$ cat config.mk
export PLATFORM = sky130hd
export DESIGN_NAME = omr_min
export DESIGN_NICKNAME = d
export VERILOG_FILES = /design/src/hw/rtl/omr_pkg.sv /design/src/hw/rtl/omr_min.sv
export SDC_FILE = /design/constraint.sdc
export NUM_CORES = 1
export LEC_CHECK = 0
export BUFFER_PORTS_ARGS = -buffer_cell sky130_fd_sc_hd__clkbuf_2
export CORE_MARGIN = 3
export CORE_UTILIZATION = 48
export CTS_CLUSTER_SIZE = 28
export DETAILED_ROUTE_END_ITERATION = 12
export PLACE_DENSITY = 0.78
export SLEW_MARGIN = 20
export SYNTH_ARGS = -nofsm -noshare
export SYNTH_HDL_FRONTEND = slang
export SYNTH_SLANG_ARGS = --single-unit
$ cat constraint.sdc
create_clock -name clk -period 6.4 [get_ports clk]
set_clock_uncertainty 0.1 [all_clocks]
set_input_delay 1.28 -clock clk [delete_from_list [all_inputs] [get_ports clk]]
set_output_delay 1.28 -clock clk [all_outputs]
set_load 0.02 [all_outputs]
$ cat src/hw/rtl/omr_pkg.sv
// omr_pkg: shared types and constants for the orbit minimum representative block.
// Holds the stage word and load structs, the op codes, the FSM states and the
// Benes stage shift function. No dependencies.
package omr_pkg;

	localparam int DATA_W       = 64;
	localparam int ROW_W        = 8;
	localparam int STAGE_W      = 4;
	localparam int GC_W         = 9;
	localparam int NUM_STAGES   = 11;
	localparam int DRAIN_CYCLES = 2 * NUM_STAGES;
	localparam int DRAIN_W      = $clog2(DRAIN_CYCLES + 1);

	localparam logic OP_LOAD  = 1'b0;
	localparam logic OP_QUERY = 1'b1;

	typedef enum logic [1:0] {
		ST_IDLE,
		ST_RUN,
		ST_DRAIN
	} omr_state_t;

	// one image on its way down the network
	typedef struct packed {
		logic              valid;
		logic [ROW_W-1:0]  row;
		logic [DATA_W-1:0] data;
	} omr_word_t;

	// mask write broadcast to every cell
	typedef struct packed {
		logic               we;
		logic [STAGE_W-1:0] stage;
		logic [ROW_W-1:0]   row;
		logic [DATA_W-1:0]  word;
	} omr_load_t;

	typedef struct packed {
		logic              start;
		logic [DATA_W-1:0] seed;
	} omr_min_ctl_t;

	// shifts 1,2,4,8,16,32,16,8,4,2,1
	function automatic int stage_shift(input int s);
		int sh;
		if (s < 6) begin
			sh = 1 << s;
		end else begin
			sh = 1 << (10 - s);
		end
		return sh;
	endfunction

endpackage

$ cat src/hw/rtl/omr_min.sv
// omr_min: running minimum over the images leaving the last cell.
// Depends on omr_pkg. Keeps the first row on ties.
module omr_min (
	input  logic                      clk,
	input  omr_pkg::omr_min_ctl_t     ctl,
	input  omr_pkg::omr_word_t        din,
	output logic [omr_pkg::DATA_W-1:0] best,
	output logic [omr_pkg::ROW_W-1:0]  best_row
);
	import omr_pkg::*;

	logic [DATA_W-1:0] best_q;
	logic [ROW_W-1:0]  row_q;

	always_ff @(posedge clk) begin
		if (ctl.start) begin
			best_q <= ctl.seed;
			row_q  <= '0;
		end else if (din.valid && din.data < best_q) begin
			best_q <= din.data;
			row_q  <= din.row;
		end
	end

	assign best     = best_q;
	assign best_row = row_q;

endmodule

==> results of run 1 <==
[stage by stage]
step	util	power [mW]	cell area [µm²]	worst slack, ns	hold slack [ns]
2_1_floorplan	-	0.8259	4636	1.500	0.4460
3_3_place_gp	0.6229	0.9531	5811	1.492	0.3621
3_5_place_dp	0.6229	0.9700	5811	1.387	0.3704
4_1_cts	0.6402	1.278	5972	1.731	0.3805
5_1_grt	0.6402	1.342	5972	1.471	0.3930
6_report	0.6402	1.268	5972	1.742	0.3740
[final timing paths]
| path | from | end | depth (start not counted) |
|---|---|---|---|
| min | best_row[6]$_SDFFE_PP0P_ | best_row[6]$_SDFFE_PP0P_ | 2 |
| max reg2reg | best[33]$_DFFE_PP_ | best[21]$_DFFE_PP_ | 10 |
| min reg2reg | best_row[6]$_SDFFE_PP0P_ | best_row[6]$_SDFFE_PP0P_ | 2 |
| max | din[35] | best[21]$_DFFE_PP_ | 10 |
[cells in the final DEF (no fill, tap or decap), types with 4 or more instances in the layout]
cell type and count:
a21o_1 4, a21oi_1 24, a221oi_1 4, clkbuf_2 209
clkbuf_8 9, dfxtp_1 8, edfxtp_1 64, ha_1 63
inv_1 65, mux2_2 64, mux2i_1 8, nand2_1 16
nand2b_1 17, nand3_1 4, nand4_1 8, o21ai_0 10
[worst register-to-register path, stage by stage (launching register included)]
cell	delay (ns)
edfxtp_1	0.43
inv_1	0.10
ha_1	0.25
a21o_1	0.16
a221o_1	0.31
a221oi_1	0.35
o22a_2	0.19
a31oi_1	0.12
nor3_2	0.73
or2_2	0.55
buf_4	0.43
[power groups by stage]
| stage | Combinational [mW] | Clock [mW] | Sequential [mW] |
|---|---|---|---|
| 2_1_floorplan | 0.162 | 0 | 0.664 |
| 3_3_place_gp | 0.346 | 0 | 0.607 |
| 4_1_cts | 0.365 | 0.316 | 0.597 |
| 5_1_grt | 0.399 | 0.340 | 0.603 |
| 6_report | 0.361 | 0.310 | 0.597 |
| 3_5_place_dp | 0.363 | 0 | 0.607 |
[sequential cells by signal, summed over array words and instances, names as in the netlist]
| register | count |
|---|---|
| best | 64 |
| best_row | 8 |
[logic make-up after synthesis]
group | count (synthesis)
DFF | 72
muxes | 72
buffers and inverters | 75
adders and majority gates | 63
and+or+nand+nor | 64
AOI/OAI and AO/OA | 49
[layout make-up]
type | instances | area share
multi-input combinational | 248 | 0.3775
inverter | 65 | 0.04085
clock inverter | 6 | 0.006285
clock buffer | 9 | 0.02074
tap | 129 | 0.02703
sequential | 72 | 0.3486
timing repair buffer | 212 | 0.1789
[routing by layer]
metal	track usage	share of wire	up-vias
met4	0.05698	0.0084	0
met3	0.05835	0.073	10
li1	-	-	1858
met2	0.3828	0.51	160
met5	0	0	-
met1	0.2605	0.41	1719
==> results.py, run 1 <==
metrics = {
    "timing": {
        "fin_crit_ns": 4.658,
        "hold_viol": 0,
        "slew_violations": 0,
        "tns_ns": 0,
        "period_share": 0.7277,
        "grt_setup_unrepaired": "false",
        "slew_headroom": 0.3653,
        "worstMarginPinSlew_ns": 0.9521,
        "setup_viol": 0,
        "max_freq_mhz": 214.7,
    },
    "floorplan": {
        "fp.coreArea_um2": 9328,
        "die_height_um": 104.3,
        "start_util": 0.4970,
        "io_pins": 211,
        "die_area_um2": 10870,
        "die_w_um": 104.3,
        "num_rows": 35,
    },
    "grt": {
        "grt_max_degree": 82,
        "gr-total-overflow": 0,
        "grt_pass1_vias": 3914,
        "grt_pass1_wl_mm": 18.96,
        "antenna_found_initial": 0,
        "grt_use_total": 0.2168,
    },
    "routing": {
        "drtIter0Drc": 110,
        "vias": 3747,
        "routed_wl_mm": 11.84,
        "dr.pass1.iters": 4,
        "post-route-drc-count": 0,
        "ant_nets": 0,
        "wl_per_cell_um": 15.98,
        "vias_per_cell": 5.057,
    },
    "clock_network": {
        "hold_buffers": 0,
        "post-cts-setup-buffer-count": 0,
        "clk_path_buf_depth": 2,
        "cts_sinks": 72,
        "cts_resized": 0,
        "cts_tree": "yes",
        "clock_insertion_delay_worst_skew_ns": 0.34,
        "cts_root_buf": "clkbuf_8",
        "cts_buffers": 9,
        "clk_pin_slew_ns": 0.07,
        "htree_levels": 3,
    },
    "worst_setup_path": {
        "arrival_ns": 4.55,
        "path_cells": "clkbuf_2 -> ha_1 -> and2_2 -> a221o_1 -> a221oi_1 -> o22a_2 -> a31oi_1 -> nor3_2 -> or2_2 -> buf_4",
        "worstPathRequired_ns": 6.30,
        "max_stage_delay_ns": 0.73,
        "path_buf_inv": 2,
        "critPathTopFamily": "simple AND/OR/NAND/NOR gates",
        "crit_type": "in -> reg",
        "end_kind": "flop",
        "r2r_slack_ns": 2.32,
        "cp_max_fo": 26,
        "cp-start-kind": "input port",
        "worst_path_max_delay_cell": "nor3_2",
    },
    "synthesis": {
        "synth_nets": 597,
        "synthTopCellsByArea": "edfxtp_1, ha_1, mux2_2",
        "async_reset_ff_frac": 0,
        "syn_inst": 395,
        "synth_xor_area_frac": 0,
        "synth_top_family_by_area": "multiplexers",
        "synth_compound_area_frac": 0.06262,
        "synth.largest_area_cell": "edfxtp_1",
        "synth.area.mux_share": 0.1727,
        "synth.most_common_cell": "inv_1",
        "ys_seq_area_frac": 0.4491,
        "syn-cell-area_um2": 4636,
        "synth_flop_cell": "edfxtp_1",
        "synth_top_area_frac": 0.4146,
        "synthSimpleGateAreaFrac": 0.07989,
        "synth_adder_area_share": 0.1700,
        "ys_seq_elements": 72,
        "synthTopCellsByCount": "inv_1, edfxtp_1, mux2_2",
        "yosysWarnings": 0,
        "avgSynthCellArea_um2": 11.74,
        "synth-edff-count": 64,
        "ys_types": 33,
    },
    "cells_and_area": {
        "seq_area_um2": 2082,
        "fillers": 767,
        "nets": 810,
        "antenna_cells": 0,
        "syn_to_final_growth_pct": 28.83,
        "multi_input_area_um2": 2255,
        "drive_gt1_frac": 0.4869,
        "instances_no_fill": 741,
    },
    "pwr": {
        "p_sw_mw": 0.4058,
        "seqPwrFrac": 0.471,
        "vdd_drop_max_mv": 0.1100,
        "p_per_area_nw_per_um2": 212.4,
        "clkPwrFrac": 0.245,
        "p_int_mw": 0.8625,
        "switching_share": 0.3200,
        "power_leakage_nw": 3.004,
        "power_frac_comb": 0.284,
    },
    "place": {
        "placed_cells": 726,
        "place_hpwl_mm": 9.788,
        "portBuffers": 210,
        "gp_congestion": 0.8382,
    },
    "run_status": {
        "outcome": "finished, final reports clean",
    },
    "hold_path": {
        "hold_class": "reg -> reg",
    },
    "flow_run": {
        "cap_violations": 0,
    },
}
(Power assumes the default switching activity.)
==> run 2: changes to the inputs <==
- ABC_AREA: unset -> 1
- PLACE_DENSITY: 0.78 -> 0.77
- clock period: 6.4 -> 4.7 ns (I/O delays scaled with it)
==> run 2 against run 1 <==
Against the previous run: hold slack better by 0.038 ns; sequential cell count stayed put; combinational power is 45% higher; die area is 1.9% higher; clock-buffer cell count is 1 higher; worst setup slack worse by 0.31 ns; first-iteration DRC count is 75% higher; register-to-register slack worse by 0.61 ns; routed wire length is 6.9% higher; core utilization is 1.1 points higher; synthesized area is 2.1% higher; sequential share of layout area is 0.91 points lower.
==> results.py, run 2 <==
metrics = {
    "pwr": {
        "power_leakage_nw": 3.517,
        "vdd_drop_max_mv": 0.1917,
        "p_int_mw": 1.335,
        "p_per_area_nw_per_um2": 316.6,
        "switching_share": 0.3125,
        "p_sw_mw": 0.6068,
        "seqPwrFrac": 0.425,
        "power_frac_comb": 0.270,
        "clkPwrFrac": 0.305,
    },
    "place": {
        "dpl_worst_slack_ns": 1.054,
        "gp_congestion": 0.8132,
        "dpl_cell_area_um2": 5898,
        "portBuffers": 210,
        "place_hpwl_mm": 9.919,
    },
    "synthesis": {
        "avgSynthCellArea_um2": 8.005,
        "yosysWarnings": 0,
        "ys_seq_area_frac": 0.4401,
        "synth_nets": 793,
        "synthTopCellsByCount": "nand2_1, inv_1, edfxtp_1",
        "synthTopCellsByArea": "edfxtp_1, nand2_1, ha_1",
        "async_reset_ff_frac": 0,
        "synth-edff-count": 64,
        "synth_top_area_frac": 0.4062,
        "ys_types": 22,
        "synth.most_common_cell": "nand2_1",
        "syn-cell-area_um2": 4731,
        "ys_seq_elements": 72,
        "synth_flop_cell": "edfxtp_1",
        "synth.largest_area_cell": "edfxtp_1",
        "syn_inst": 591,
    },
    "timing": {
        "setup_viol": 0,
        "grt_setup_unrepaired": "false",
        "fin_crit_ns": 3.265,
        "slew_violations": 0,
        "tns_ns": 0,
        "max_freq_mhz": 306.3,
        "worst_slack_ns": 1.435,
        "slew_headroom": 0.5090,
        "worstMarginPinSlew_ns": 0.7365,
        "period_share": 0.6947,
        "hold_viol": 0,
    },
    "grt": {
        "grt_use_total": 0.2286,
        "grt_max_degree": 72,
        "grt_pass1_wl_mm": 20.64,
        "antenna_found_initial": 0,
        "gr-total-overflow": 0,
        "grt_pass1_vias": 4496,
    },
    "worst_setup_path": {
        "worstPathRequired_ns": 4.62,
        "reg2reg_depth": 12,
        "cp-start-kind": "input port",
        "cp_max_fo": 42,
        "crit_type": "in -> reg",
        "endpoint": "best[55]$_DFFE_PP_",
        "end_kind": "flop",
        "arrival_ns": 3.18,
        "timing.rr.end": "best[55]$_DFFE_PP_",
        "r2r_slack_ns": 1.71,
        "r2r-start": "best[21]$_DFFE_PP_",
        "crit_path_start": "din[21]",
    },
    "floorplan": {
        "fp.coreArea_um2": 9415,
        "die_w_um": 105.3,
        "die_area_um2": 11080,
        "num_rows": 35,
        "io_pins": 211,
        "start_util": 0.5025,
        "die_height_um": 105.3,
    },
    "clock_network": {
        "htree_levels": 3,
        "clk_pin_slew_ns": 0.09,
        "cts_buffers": 9,
        "clock_insertion_delay_worst_skew_ns": 0.33,
        "post-cts-setup-buffer-count": 0,
        "cts_resized": 0,
        "clk_path_buf_depth": 2,
        "cts_root_buf": "clkbuf_8",
        "cts_tree": "yes",
        "hold_buffers": 0,
        "cts_sinks": 72,
    },
    "routing": {
        "drtIter0Drc": 192,
        "vias_per_cell": 4.851,
        "dr.pass1.iters": 4,
        "wl_per_cell_um": 13.56,
        "vias": 4526,
        "routed_wl_mm": 12.65,
        "ant_nets": 0,
        "post-route-drc-count": 0,
    },
    "cells_and_area": {
        "largest_register_ffs": 64,
        "finalInstanceArea_um2": 6132,
        "multi_input_area_um2": 2250,
        "antenna_cells": 0,
        "fillers": 848,
        "syn_to_final_growth_pct": 29.62,
        "drive_gt1_frac": 0.2923,
        "layout_common_cells": "nand2_1, clkbuf_2, inv_1",
        "seq_area_um2": 2082,
        "layout_commonest_cell": "nand2_1",
        "nets": 1001,
    },
    "flow_run": {
        "cap_violations": 0,
    },
    "hold_path": {
        "hold_class": "reg -> reg",
    },
    "run_status": {
        "outcome": "finished, final reports clean",
    },
}
## run 2: cell types whose count changed after synthesis, sizes merged, moves of 4 or more
cell and delta:
inv +20, mux2i -8, nand2b -17, nand3 +15, a221oi -4, nand2 +239
and4 -6, nor2 +26, nand4 -4, mux2 -64, a21oi +10
## run 2: area by class of cell
class | instances | area share
Clock buffer | 10 | 0.02081
Clock inverter | 6 | 0.01734
Inverter | 85 | 0.05203
Multi-Input combinational cell | 418 | 0.3669
Sequential cell | 72 | 0.3395
Tap cell | 129 | 0.02632
Timing Repair Buffer | 213 | 0.1771
## run 2: worst min path at each step
stage	from	end	slack [ns]	cells past startpoint
finish	best_row[4]$_SDFFE_PP0P_	best_row[4]$_SDFFE_PP0P_	0.41	2
global route	best_row[3]$_SDFFE_PP0P_	best_row[3]$_SDFFE_PP0P_	0.42	2
CTS	best_row[3]$_SDFFE_PP0P_	best_row[3]$_SDFFE_PP0P_	0.41	2
detailed placement	best_row[3]$_SDFFE_PP0P_	best_row[3]$_SDFFE_PP0P_	0.39	2
global placement	best_row[3]$_SDFFE_PP0P_	best_row[3]$_SDFFE_PP0P_	0.38	2
floorplan	best_row[7]$_SDFFE_PP0P_	best_row[7]$_SDFFE_PP0P_	0.46	2
## run 2: routing by layer
layer,track usage,up-vias,routed length (µm)
met3,0.05450,8,1109
met5,0,-,0
met4,0.05530,0,144
met1,0.2780,2040,5215
li1,-,2303,-
met2,0.4071,175,6184
## run 2: power by group through the flow
stage | Combinational [mW] | Sequential (mW) | Clock [mW]
finish | 0.524 | 0.826 | 0.592
global route | 0.596 | 0.833 | 0.632
global placement | 0.511 | 0.838 | 0
floorplan | 0.242 | 0.919 | 0
detailed placement | 0.527 | 0.840 | 0
CTS | 0.530 | 0.826 | 0.604
## run 2: kinds of logic (layout without fill, tap and decap cells)
group,after synthesis,after routing,share of synthesized area
AO/OA/AOI/OAI,44,44,0.05131
adder cells (fa/ha/maj),63,63,0.1666
buffers and inverters,101,314,0.08490
flip-flops,72,72,0.4401
AND/OR/NAND/NOR,311,311,0.2571
## run 2: through the flow
step	utilization	hold WS, ns	total power [mW]	cells
floorplan	-	0.4646	1.161	591
global placement	0.6264	0.3808	1.349	917
detailed placement	0.6264	0.3867	1.367	917
CTS	0.6513	0.4084	1.960	933
global route	0.6513	0.4212	2.061	933
finish	0.6513	0.4116	1.941	933
## run 2: worst max-delay path: stages
cell	delay, ns
clkbuf_2	0.10
ha_1	0.31
a21oi_1	0.13
nor2_1	0.05
nor2_1	0.09
nand3_1	0.09
a21oi_1	0.18
nand2_1	0.13
nand2_2	0.24
nand2_1	0.10
nand2_2	0.45
buf_12	0.32
